**src/hw/rtl/dis_pkg.sv**
```systemverilog
// ----------------------------------------------------------------------------
// dis_pkg
// shared constants and codes of the interval set block
// ----------------------------------------------------------------------------
package dis_pkg;

    localparam int MaxRanges = 16;
    localparam int IdxW      = $clog2(MaxRanges);
    localparam int CountW    = $clog2(MaxRanges + 1);
    localparam int InW       = 104;
    localparam int OutW      = 72;

    typedef enum logic [2:0] {
        ACT_ADD       = 3'd0,
        ACT_SUB       = 3'd1,
        ACT_INTERSECT = 3'd2,
        ACT_CONTAINS  = 3'd3,
        ACT_SHIFT_FWD = 3'd4,
        ACT_SHIFT_BK  = 3'd5,
        ACT_READ      = 3'd6,
        ACT_NONE      = 3'd7
    } action_t;

    typedef enum logic [4:0] {
        ST_IDLE  = 5'b00001,
        ST_LOAD  = 5'b00010,
        ST_WALK  = 5'b00100,
        ST_SPLIT = 5'b01000,
        ST_TAIL  = 5'b10000
    } state_t;

endpackage

```
**src/hw/rtl/disjoint_interval_set.sv**
```systemverilog
// ----------------------------------------------------------------------------
// disjoint_interval_set
// sorted table of disjoint inclusive ranges with add, subtract, intersect,
// point test, shift and indexed read
// ----------------------------------------------------------------------------
// One beat in, one beat out. The ranges live in two banks of a bound memory;
// an action walks the current bank one entry per cycle, pausing for each split
// or inserted range, and writes the new table into the other bank, which then
// becomes current; the single read port walking the table sets the pace. A
// beat is taken whenever the block is idle, but the action only finishes once
// the result register is free.
module disjoint_interval_set (
    input  logic                     aclk,
    input  logic                     aresetn,
    input  logic                     s_tvalid,
    output logic                     s_tready,
    // action[2:0], range_low[34:3], range_high[66:35], amount[98:67],
    // entry_index[102:99], zero[103]
    input  logic [dis_pkg::InW-1:0]  s_tdata,
    output logic                     m_tvalid,
    input  logic                     m_tready,
    // hit[0], entry_valid[1], entry_low[33:2], entry_high[65:34],
    // range_count[70:66], overflow[71]
    output logic [dis_pkg::OutW-1:0] m_tdata
);
    import dis_pkg::*;

    localparam logic [31:0] UMax = 32'hffff_ffff;

    // two banks, bank select in the top address bit
    logic [31:0] mem_lo [2*MaxRanges];
    logic [31:0] mem_hi [2*MaxRanges];
    logic [31:0] rd_lo_reg, rd_hi_reg;

    state_t           state_reg, state_next;
    action_t          act_reg, act_next;
    logic [31:0]      a_reg, a_next, b_reg, b_next, v_reg, v_next;
    logic [31:0]      pend_lo_reg, pend_lo_next, pend_hi_reg, pend_hi_next;
    logic [IdxW-1:0]  idx_reg, idx_next;
    logic [CountW-1:0] count_reg, count_next, wn_reg, wn_next;
    logic             bank_reg, bank_next;
    logic             ins_reg, ins_next, spill_reg, spill_next;
    logic             skip_reg, skip_next;
    logic             hit_reg, hit_next;
    logic             m_valid_reg, m_valid_next;
    logic [OutW-1:0]  m_data_reg, m_data_next;

    logic             emit;
    logic [31:0]      emit_lo, emit_hi;
    logic             advance;
    logic             last;
    logic [31:0]      l, h, cap_lo, cap_hi;
    logic             rd_valid;
    logic             commit;

    assign l = rd_lo_reg;
    assign h = rd_hi_reg;
    assign last = ({1'b0, idx_reg} + CountW'(1)) >= count_reg;
    assign cap_lo = (l > a_reg) ? l : a_reg;
    assign cap_hi = (h < b_reg) ? h : b_reg;
    assign rd_valid = {1'b0, idx_reg} < count_reg;
    assign commit = !skip_reg && (act_reg == ACT_ADD || act_reg == ACT_SUB ||
        act_reg == ACT_INTERSECT || act_reg == ACT_SHIFT_FWD ||
        act_reg == ACT_SHIFT_BK);

    always_comb begin
        state_next   = state_reg;
        act_next     = act_reg;
        a_next       = a_reg;
        b_next       = b_reg;
        v_next       = v_reg;
        pend_lo_next = pend_lo_reg;
        pend_hi_next = pend_hi_reg;
        idx_next     = idx_reg;
        count_next   = count_reg;
        wn_next      = wn_reg;
        bank_next    = bank_reg;
        ins_next     = ins_reg;
        spill_next   = spill_reg;
        skip_next    = skip_reg;
        hit_next     = hit_reg;
        m_valid_next = m_valid_reg && !m_tready;
        m_data_next  = m_data_reg;
        emit         = 1'b0;
        emit_lo      = l;
        emit_hi      = h;
        advance      = 1'b0;

        unique case (state_reg)
            ST_IDLE: begin
                if (s_tvalid) begin
                    act_next   = action_t'(s_tdata[2:0]);
                    a_next     = s_tdata[34:3];
                    b_next     = s_tdata[66:35];
                    v_next     = s_tdata[98:67];
                    wn_next    = '0;
                    ins_next   = 1'b0;
                    spill_next = 1'b0;
                    hit_next   = 1'b0;
                    skip_next  = (s_tdata[2:0] <= 3'(ACT_INTERSECT)) &&
                                 (s_tdata[34:3] > s_tdata[66:35]);
                    if (action_t'(s_tdata[2:0]) == ACT_READ) begin
                        idx_next   = s_tdata[102:99];
                        state_next = ST_LOAD;
                    end else begin
                        idx_next   = '0;
                        state_next = (count_reg == '0 || skip_next ||
                                      action_t'(s_tdata[2:0]) == ACT_NONE)
                                     ? ST_TAIL : ST_LOAD;
                    end
                end
            end
            ST_LOAD: state_next = ST_WALK;
            ST_WALK: begin
                advance = 1'b1;
                unique case (act_reg)
                    ACT_ADD: begin
                        if (h != UMax && h + 32'd1 < a_reg) begin
                            emit = 1'b1;
                        end else if (b_reg != UMax && b_reg + 32'd1 < l) begin
                            if (!ins_reg) begin
                                // new range goes first, stored entry next cycle
                                emit         = 1'b1;
                                emit_lo      = a_reg;
                                emit_hi      = b_reg;
                                ins_next     = 1'b1;
                                pend_lo_next = l;
                                pend_hi_next = h;
                                advance      = 1'b0;
                                state_next   = ST_SPLIT;
                            end else begin
                                emit = 1'b1;
                            end
                        end else begin
                            if (l < a_reg) a_next = l;
                            if (h > b_reg) b_next = h;
                        end
                    end
                    ACT_SUB: begin
                        if (h < a_reg || l > b_reg) begin
                            emit = 1'b1;
                        end else if (l < a_reg) begin
                            emit    = 1'b1;
                            emit_hi = a_reg - 32'd1;
                            if (h > b_reg) begin
                                pend_lo_next = b_reg + 32'd1;
                                pend_hi_next = h;
                                advance      = 1'b0;
                                state_next   = ST_SPLIT;
                            end
                        end else if (h > b_reg) begin
                            emit    = 1'b1;
                            emit_lo = b_reg + 32'd1;
                        end
                    end
                    ACT_INTERSECT: begin
                        emit    = cap_lo <= cap_hi;
                        emit_lo = cap_lo;
                        emit_hi = cap_hi;
                    end
                    ACT_CONTAINS: begin
                        if (v_reg >= l && v_reg <= h) hit_next = 1'b1;
                    end
                    ACT_SHIFT_FWD: begin
                        if (l > ~v_reg) begin
                            // everything above drops too
                            advance    = 1'b0;
                            state_next = ST_TAIL;
                        end else begin
                            emit    = 1'b1;
                            emit_lo = l + v_reg;
                            emit_hi = (h > ~v_reg) ? UMax : h + v_reg;
                        end
                    end
                    ACT_SHIFT_BK: begin
                        emit    = h >= v_reg;
                        emit_lo = (l < v_reg) ? 32'd0 : l - v_reg;
                        emit_hi = h - v_reg;
                    end
                    ACT_READ: begin
                        advance    = 1'b0;
                        state_next = ST_TAIL;
                    end
                    default: begin
                        advance    = 1'b0;
                        state_next = ST_TAIL;
                    end
                endcase
            end
            ST_SPLIT: begin
                emit    = 1'b1;
                emit_lo = pend_lo_reg;
                emit_hi = pend_hi_reg;
                advance = 1'b1;
            end
            ST_TAIL: begin
                if (!m_valid_reg || m_tready) begin
                    if (act_reg == ACT_ADD && !skip_reg && !ins_reg) begin
                        emit    = 1'b1;
                        emit_lo = a_reg;
                        emit_hi = b_reg;
                    end
                    if (commit) begin
                        bank_next  = !bank_reg;
                        count_next = (emit && wn_reg < CountW'(MaxRanges))
                                     ? wn_reg + CountW'(1) : wn_reg;
                    end
                    m_valid_next = 1'b1;
                    m_data_next  = '0;
                    m_data_next[0] = (act_reg == ACT_CONTAINS) && hit_reg;
                    if (act_reg == ACT_READ && rd_valid) begin
                        m_data_next[1]     = 1'b1;
                        m_data_next[33:2]  = l;
                        m_data_next[65:34] = h;
                    end
                    m_data_next[70:66] = count_next;
                    m_data_next[71]    = spill_reg ||
                                         (emit && wn_reg >= CountW'(MaxRanges));
                    state_next = ST_IDLE;
                end
            end
            default: state_next = ST_IDLE;
        endcase

        if (advance) begin
            if (last) begin
                state_next = ST_TAIL;
            end else begin
                idx_next   = idx_reg + IdxW'(1);
                state_next = ST_WALK;
            end
        end

        if (emit && state_reg != ST_TAIL) begin
            if (wn_reg < CountW'(MaxRanges)) wn_next = wn_reg + CountW'(1);
            else spill_next = 1'b1;
        end
    end

    // table banks: write the other bank, read the current one
    always_ff @(posedge aclk) begin
        if (emit && wn_reg < CountW'(MaxRanges)) begin
            mem_lo[{!bank_reg, wn_reg[IdxW-1:0]}] <= emit_lo;
            mem_hi[{!bank_reg, wn_reg[IdxW-1:0]}] <= emit_hi;
        end
        rd_lo_reg <= mem_lo[{bank_reg, idx_next}];
        rd_hi_reg <= mem_hi[{bank_reg, idx_next}];
    end

    always_ff @(posedge aclk) begin
        if (!aresetn) begin
            state_reg   <= ST_IDLE;
            count_reg   <= '0;
            bank_reg    <= 1'b0;
            m_valid_reg <= 1'b0;
            wn_reg      <= '0;
        end else begin
            state_reg   <= state_next;
            count_reg   <= count_next;
            bank_reg    <= bank_next;
            m_valid_reg <= m_valid_next;
            wn_reg      <= wn_next;
        end
        act_reg     <= act_next;
        a_reg       <= a_next;
        b_reg       <= b_next;
        v_reg       <= v_next;
        pend_lo_reg <= pend_lo_next;
        pend_hi_reg <= pend_hi_next;
        idx_reg     <= idx_next;
        ins_reg     <= ins_next;
        spill_reg   <= spill_next;
        skip_reg    <= skip_next;
        hit_reg     <= hit_next;
        m_data_reg  <= m_data_next;
    end

    assign s_tready = (state_reg == ST_IDLE);
    assign m_tvalid = m_valid_reg;
    assign m_tdata  = m_data_reg;

    a_count_bound: assert property (@(posedge aclk) disable iff (!aresetn)
        count_reg <= CountW'(MaxRanges))
        else $error("stored range count beyond table size");

    a_overflow_full: assert property (@(posedge aclk) disable iff (!aresetn)
        m_tvalid && m_tdata[71] |-> m_tdata[70:66] == CountW'(MaxRanges))
        else $error("overflow reported with table not full");

    a_hit_read_excl: assert property (@(posedge aclk) disable iff (!aresetn)
        m_tvalid |-> !(m_tdata[0] && m_tdata[1]))
        else $error("hit and entry valid in one beat");

    a_bank_flip: assert property (@(posedge aclk) disable iff (!aresetn)
        bank_reg != $past(bank_reg) |-> $past(state_reg) == ST_TAIL)
        else $error("bank switched outside of commit");

endmodule

```
**config.mk**
```make
export PLATFORM = sky130hd
export DESIGN_NAME = disjoint_interval_set
export DESIGN_NICKNAME = d
export VERILOG_FILES = /design/src/hw/rtl/dis_pkg.sv /design/src/hw/rtl/disjoint_interval_set.sv
export SDC_FILE = /design/constraint.sdc
export NUM_CORES = 2
export LEC_CHECK = 0
export ABC_AREA = 1
export BUFFER_PORTS_ARGS = -buffer_cell sky130_fd_sc_hd__buf_2
export CORE_MARGIN = 5
export CORE_UTILIZATION = 40
export DETAILED_ROUTE_END_ITERATION = 16
export SKIP_LAST_GASP = 1
export SYNTH_ARGS = -nofsm -noshare
export SYNTH_HDL_FRONTEND = slang
export SYNTH_SLANG_ARGS = --single-unit
```
**constraint.sdc**
```tcl
create_clock -name aclk -period 11.2 [get_ports aclk]
set_input_delay 0.56 -clock aclk [delete_from_list [all_inputs] [get_ports aclk]]
set_output_delay 0.56 -clock aclk [all_outputs]
set_load 0.01 [all_outputs]
```
; Word level (Yosys, flattened, before mapping)
; Memories as Yosys holds them, arrays and structs flattened. A register that Yosys moved wholly into a read port is not among the register bits.
; Index checks and enable logic that the tools add are counted.
[op_classes]
order_cmp = 21
addsub = 10
eq_ne = 42
n_reduce_logical = 42
n_mux = 113
n_bitwise = 1
[op_table]
columns = operator, n
row1 = 32-bit 2-to-1 mux, 42
row2 = 32-bit case mux with 5 select lines, 2
row3 = 32-bit case mux with 2 select lines, 4
row4 = 32-bit > comparator, 6
row5 = 32-bit < comparator, 6
row6 = 32-bit case mux with 3 select lines, 2
row7 = 5-bit 2-to-1 mux, 19
row8 = 32-bit by 1-bit adder with 32-bit output (second input constant), 2
row9 = 32-bit adder, 2
row10 = 32-bit >= comparator, 2
row11 = 32-bit less-or-equal comparator, 2
row12 = 32-bit inequality test (second input constant), 2
row13 = 32-bit subtractor, 2
row14 = 32-bit inverter, 1
row15 = 32-bit by 1-bit subtractor with 32-bit output (second input constant), 1
row16 = 1-bit 2-to-1 mux, 31
row17 = 2-bit inequality test (second input constant), 14
row18 = 4-bit inequality test (second input constant), 7
row19 = 5-bit case mux with 5 select lines, 1
row20 = 4-bit 2-to-1 mux, 5
row21 = 5-bit case mux with 4 select lines, 1
row22 = 3-bit == test (second input constant), 5
row23 = 1-bit logical AND, 14
row24 = 6-bit AND reduction, 2
row25 = 35 further kinds, 54
[totals]
word_cells = 249
in_bits = 108
memories = 2
mem_bits_rw = 2048
reg_bits = 260
[memory_table]
columns = name, words, width, rd, rd_ports_with_merged_regs, wr, line_no
row1 = mem_hi, 32, 32, 1, 1, 1, disjoint_interval_set.sv:32  ; logic [31:0] mem_hi [2*MaxRanges];
row2 = mem_lo, 32, 32, 1, 1, 1, disjoint_interval_set.sv:31  ; logic [31:0] mem_lo [2*MaxRanges];

; Depth between registers and ports, before layout
[logic_depth]
depth_word = 11
ltp_mapped = 40

; Worst setup path after synthesis
; OpenSTA, ideal clock, no wires.
[synth_timing]
kind = register to register
startpoint = register rd_hi_reg[1] (netlist: h[1]), read port of mem_hi
endpoint = register pend_hi_reg[0], enable pin
setup_slack_ps = 1815
period_less_slack_ps = 9385
setup_ps = 589
path_stages_with_launch = 22
arrival_ps = 8795
cell_sequence = dfxtp_1 -> clkinv_1 -> nor3_1 -> nand3_1 -> nor2_1 -> nand4_1 -> nor3_2 -> nand4_1 -> nor3_2 -> nand4_1 -> nor2_1 -> nand4_1 -> nor2_1 -> xor2_1 -> inv_1 -> ha_1 -> nand2_1 -> nor3_1 -> and3b_1 -> a21oi_1 -> or2_2 -> a221oi_1
[synth_between]
elab_chain_cells = 5
[synth_rtl]
columns = item, line_no
row1 = from (decl), disjoint_interval_set.sv:33  ; logic [31:0] rd_lo_reg, rd_hi_reg;
row2 = 32-bit by 1-bit adder with 32-bit output, disjoint_interval_set.sv:118  ; if (h != UMax && h + 32'd1 < a_reg) begin
row3 = 32-bit < comparator, disjoint_interval_set.sv:118
row4 = 1-bit logical AND, disjoint_interval_set.sv:118
row5 = 2-bit inequality test (no line), n/a
row6 = 8-bit AND reduction (no line) (*), n/a
row7 = to (signal assigned), disjoint_interval_set.sv:269  ; pend_hi_reg <= pend_hi_next;
row8 = to (decl), disjoint_interval_set.sv:38  ; logic [31:0] pend_lo_reg, pend_lo_next, pend_hi_reg, pend_hi_next;
; Every way passes the cells marked *; elsewhere a longest branch is shown, timed or not.
; A chain may end at the register's enable or synchronous reset.

; Worst setup path after layout
[layout_timing]
startpoint = register rd_lo_reg[0] (netlist: l[0]), read port of mem_lo
endpoint = memory mem_hi[30][4], enable pin
[layout_between]
elab_chain_cells = 9
[layout_rtl]
columns = item, line_no
row1 = from (decl), disjoint_interval_set.sv:33
row2 = branches (longest 4 deep; another with 32-bit > comparator), n/a
row3 = 1-bit case mux with 5 select lines (*), disjoint_interval_set.sv:116  ; unique case (act_reg)
row4 = 1-bit case mux with 3 select lines (*), disjoint_interval_set.sv:89  ; unique case (state_reg)
row5 = 1-bit logical AND (*), disjoint_interval_set.sv:242  ; if (emit && wn_reg < CountW'(MaxRanges)) begin
row6 = 1-bit 2-to-1 mux (*), disjoint_interval_set.sv:242
row7 = 1-bit 2-to-1 mux (not written as such) (*), disjoint_interval_set.sv:244  ; mem_hi[{!bank_reg, wn_reg[IdxW-1:0]}] <= emit_hi;
row8 = to (decl), disjoint_interval_set.sv:32
; Mark *: on every way between the ends.

==> results by group <==
Outcome
  – Run status: finished clean

Route
  – Drt total wl: 456,400 um
  – Number of nets with antenna violations after routing: 0
  – Detailed Route Iter0 Violations: 11,600
  – First-pass iteration count of the detailed router: 11
  – Vias per cell: about 6
  – Routed length per instance: 29.48 um
  – Total number of vias: 92,580
  – Residual DRC count: 0

Pwr
  – Total internal power: 0.02063 W
  – Total chip power: 0.03627 W
  – Switching power as a share of total power: 0.4312
  – Clock power frac: 0.238
  – Psw: ~0.016 W
  – Peak ir drop on the vdd network: 0.1691 mV
  – Proportion of power drawn by combinational gates: 0.441
  – Power density normalized to cell area: 274.9 nW/um^2
  – Reported leakage power: ~50 nW
  – Register share of total power: 0.321

Clock tree
  – CTS Buf Count: 264
  – Sinks on Clock Net: 2,372
  – Latest clock arrival within the worst-skew pair: 0.91 ns
  – Count of H-tree levels built during CTS: 5
  – TritonCTS clock tree: done
  – Clk pin slew, worst setup/hold paths: 0.06 ns
  – Clock Path Buffers: 4
  – Library cell used as clock root buffer: sky130_fd_sc_hd__clkbuf_16

Yosys
  – #FFs+latches synth: roughly 2,400
  – Syn Inst Count: 11,320
  – Dominant register cell in the synthesized netlist: sky130_fd_sc_hd__edfxtp_1
  – Number of library cell types mapped by synthesis: 60
  – Syn Area/Cell: 10.22 sq um
  – Cell area after synthesis: 115,600 sq um
  – Register area share after synthesis: 0.6086
  – Syn_nets: 11,830
  – Synthesis warning total: 0
  – Number of enable flip-flop cells after synthesis: 2,286
  – Fraction of synthesis flops using an asynchronous set or reset pin: 0

Worst hold path
  – Kind of path behind the tightest hold check: in2reg
  – End point of the worst hold path: a_reg[30]
  – Worst Hold Path Cells: 3
  – Launch instance of the worst min-delay path: s_tdata[33]

STA
  – Worst Clk Skew: 0.08559 ns
  – Final Worst Setup Slack: 2.381 ns
  – Final hold violations: 0
  – Final Slew Violations: 0
  – Final critical delay including setup and external delays: between 8 and 9 ns
  – Setup repair after global routing missed its margin: no
  – Fin crit share: 0.7874
  – Headroom to the max-slew limit: 0.1837
  – Maximum clock frequency: 0.1134 GHz
  – # setup viols final: 0
  – Slew at the pin closest to its max-slew limit: roughly 1.2 ns
  – Final setup TNS: 0 ns

Worst setup path
  – Kind of launch point of the worst setup path: register
  – Worst setup path category: reg2reg
  – R2R Path Start: l[0]
  – Setup slack of the most critical reg-to-reg path: 2.38 ns
  – Worst reg2reg path depth: 21
  – Critical Path Sink Type: register
  – CP arrival: just over 9 ns
  – Worst R2R End: mem_hi[30][4]
  – Largest fanout of any net on the critical path: 39
  – Required time at the worst-slack endpoint: approximately 12 ns

GRT
  – Antenna violations before repair: 25
  – First-pass GRT wire length: 644,000 um
  – Maximum number of pins on one net before global-route repair: ~190
  – Number of global-route vias before repair: 87,880
  – Total overflow reported by the global router: 0
  – GRT Resource Usage Total: 0.2935

Floorplan
  – Die footprint: ~300,000 sq um
  – Width of the die: ~550 um
  – Site Rows: between 150 and 200
  – Die height: 547.6 um
  – Effective utilization at floorplan: 0.4016
  – Core ar.: between 200,000 and 300,000 sq um
  – Total I/O pin count: 182

Final layout
  – Post-layout net count: around 12,000
  – Fraction of layout cells with a size suffix above 1: 0.09218
  – Area growth, synth to finish: 14.12%
  – Number of fill cells: 26,460

Placement
  – Number of I/O port buffers: 180
  – Placed wire-length estimate after detailed placement: 283,900 um
  – Setup slack after placement: 2.674 ns
  – Final RePlAce weighted congestion: 0.9780

Flow run
  – Max-cap viol count: 0
## placed cells by master (no fill, tap or decap), types with 18 or more instances in the layout
cell type / n
sky130_fd_sc_hd__nor2_4: 39
sky130_fd_sc_hd__ha_1: 401
sky130_fd_sc_hd__o2111ai_2: 18
sky130_fd_sc_hd__clkbuf_16: 276
sky130_fd_sc_hd__buf_2: 180
sky130_fd_sc_hd__nand3_1: 3017
sky130_fd_sc_hd__o21bai_1: 19
sky130_fd_sc_hd__nor3_1: 53
sky130_fd_sc_hd__o2111ai_1: 29
sky130_fd_sc_hd__o211ai_1: 32
sky130_fd_sc_hd__inv_2: 20
sky130_fd_sc_hd__a21o_1: 22
sky130_fd_sc_hd__nand2_1: 2092
sky130_fd_sc_hd__buf_4: 270
sky130_fd_sc_hd__nor4_1: 20
sky130_fd_sc_hd__nor2_1: 395
sky130_fd_sc_hd__buf_12: 111
sky130_fd_sc_hd__o221ai_1: 27
sky130_fd_sc_hd__o22ai_1: 40
sky130_fd_sc_hd__clkbuf_1: 53
sky130_fd_sc_hd__nand4_1: 82
sky130_fd_sc_hd__clkinv_2: 36
sky130_fd_sc_hd__clkinv_1: 65
sky130_fd_sc_hd__a31oi_1: 29
sky130_fd_sc_hd__dfxtp_1: 85
sky130_fd_sc_hd__a21oi_1: 430
sky130_fd_sc_hd__dlygate4sd3_1: 68
sky130_fd_sc_hd__inv_1: 646
sky130_fd_sc_hd__nand3b_1: 37
sky130_fd_sc_hd__xor2_1: 114
sky130_fd_sc_hd__o21ai_0: 476
sky130_fd_sc_hd__edfxtp_1: 2286
## power groups by stage
stage | registers [W] | clock network, W | logic, W
CTS | 0.0116 | 0.00873 | 0.0157
finish | 0.0116 | 0.00863 | 0.0160
detailed placement | 0.0118 | 0 | 0.0157
floorplan | 0.0118 | 0 | 0.00920
global route | 0.0116 | 0.00912 | 0.0173
global placement | 0.0118 | 0 | 0.0155
## metal layers
metal	routed length (um)	vias to the layer above	share of wire	global-route usage
li1	-	40950	-	-
met1	179100	45640	0.39	0.3937
met2	208600	5007	0.46	0.4660
met5	46	-	0.00010	0
met3	42890	970	0.094	0.05024
met4	25710	8	0.056	0.1375
## how the worst max path moves through the flow
stage / from / slack [ns] / to
4_1_cts: a_reg[24] / 2.66 / mem_hi[30][4]
5_1_grt: a_reg[27] / 2.23 / mem_hi[30][4]
2_1_floorplan: h[1] / 1.82 / pend_hi_reg[0]
3_5_place_dp: a_reg[24] / 2.67 / mem_hi[7][20]
6_report: l[0] / 2.38 / mem_hi[30][4]
3_3_place_gp: a_reg[24] / 2.62 / mem_hi[7][20]
## metrics by stage
stage,util,hold WS [ns],cells,cell area (sq um)
floorplan,-,0.4453,11320,115600
global placement,0.4266,0.4572,14940,122800
detailed placement,0.4266,0.4678,14940,122800
CTS,0.4582,0.001053,15480,131900
global route,0.4583,0.03360,15480,131900
finish,0.4583,0.04194,15480,131900
## critical path, stage by stage (launching register included)
cell and delay, ns:
sky130_fd_sc_hd__dfxtp_1 0.71, sky130_fd_sc_hd__inv_1 0.53, sky130_fd_sc_hd__ha_1 0.44, sky130_fd_sc_hd__nand2_1 0.05, sky130_fd_sc_hd__nor3_1 0.89, sky130_fd_sc_hd__nand3_1 0.19
sky130_fd_sc_hd__nand2_2 0.52, sky130_fd_sc_hd__buf_4 0.51, sky130_fd_sc_hd__o21ai_0 0.24, sky130_fd_sc_hd__ha_1 0.36, sky130_fd_sc_hd__nand2_1 0.19, sky130_fd_sc_hd__o21ai_0 0.28
sky130_fd_sc_hd__nand2_1 0.14, sky130_fd_sc_hd__a31oi_1 0.28, sky130_fd_sc_hd__o21ai_0 0.27, sky130_fd_sc_hd__a22oi_1 0.21, sky130_fd_sc_hd__o2111ai_1 0.25, sky130_fd_sc_hd__nand2_1 0.15
sky130_fd_sc_hd__a21oi_1 0.35, sky130_fd_sc_hd__nand2_1 0.56, sky130_fd_sc_hd__nor2_4 0.75, sky130_fd_sc_hd__buf_12 0.39
## timing repair
action,4_1_cts,5_1_grt
resized for setup,0,0
endpoints found under the hold margin,71,0
buffers inserted,0,0
hold buffers,68,0
## logic make-up after synthesis
group / Yosys count / share of synthesized area
flip-flops: 2372 / 0.6086
buffers and inverters: 1403 / 0.05144
adder cells (fa/ha/maj): 405 / 0.04409
AND/OR/NAND/NOR: 5789 / 0.2263
AO/OA/AOI/OAI: 1231 / 0.06070
XOR/XNOR: 116 / 0.008788
## layout make-up
| type | instances | area [sq um] | share of cell area |
|---|---|---|---|
| Sequential cell | 2372 | 70370 | 0.5333 |
| Clock inverter | 135 | 1240 | 0.009398 |
| Clock buffer | 336 | 7202 | 0.05458 |
| Antenna cell | 6 | 15.01 | 0.0001138 |
| Tap cell | 3781 | 4731 | 0.03585 |
| Timing Repair Buffer | 629 | 5831 | 0.04419 |
| Multi-Input combinational cell | 7541 | 39960 | 0.3028 |
| Inverter | 682 | 2596 | 0.01968 |
## cell usage after synthesis (16+ instances only)
cell / number / area [sq um]
sky130_fd_sc_hd__nand3_1: 3017 / 15100
sky130_fd_sc_hd__edfxtp_1: 2286 / 68650
sky130_fd_sc_hd__nand2_1: 2095 / 7864
sky130_fd_sc_hd__inv_1: 651 / 2444
sky130_fd_sc_hd__o21ai_0: 477 / 2387
sky130_fd_sc_hd__nor2_1: 434 / 1629
sky130_fd_sc_hd__a21oi_1: 433 / 2167
sky130_fd_sc_hd__buf_2: 405 / 2027
sky130_fd_sc_hd__ha_1: 401 / 5017
sky130_fd_sc_hd__clkbuf_1: 251 / 942.2
sky130_fd_sc_hd__xor2_1: 114 / 998.5
sky130_fd_sc_hd__dfxtp_1: 86 / 1722
sky130_fd_sc_hd__nand4_1: 82 / 513.0
sky130_fd_sc_hd__nor3_1: 56 / 280.3
sky130_fd_sc_hd__o2111ai_1: 52 / 455.4
sky130_fd_sc_hd__o22ai_1: 40 / 250.2
sky130_fd_sc_hd__nand3b_1: 37 / 277.8
sky130_fd_sc_hd__o211ai_1: 32 / 240.2
sky130_fd_sc_hd__buf_4: 31 / 232.7
sky130_fd_sc_hd__a31oi_1: 29 / 181.4
sky130_fd_sc_hd__o221ai_1: 27 / 236.5
sky130_fd_sc_hd__buf_1: 26 / 97.59
sky130_fd_sc_hd__nor4_1: 23 / 143.9
sky130_fd_sc_hd__a21o_1: 22 / 165.2
sky130_fd_sc_hd__o21bai_1: 19 / 142.6
sky130_fd_sc_hd__inv_2: 18 / 67.56
sky130_fd_sc_hd__o21a_1: 17 / 127.6
sky130_fd_sc_hd__a221oi_1: 16 / 140.1
(Power assumes the default switching activity.)
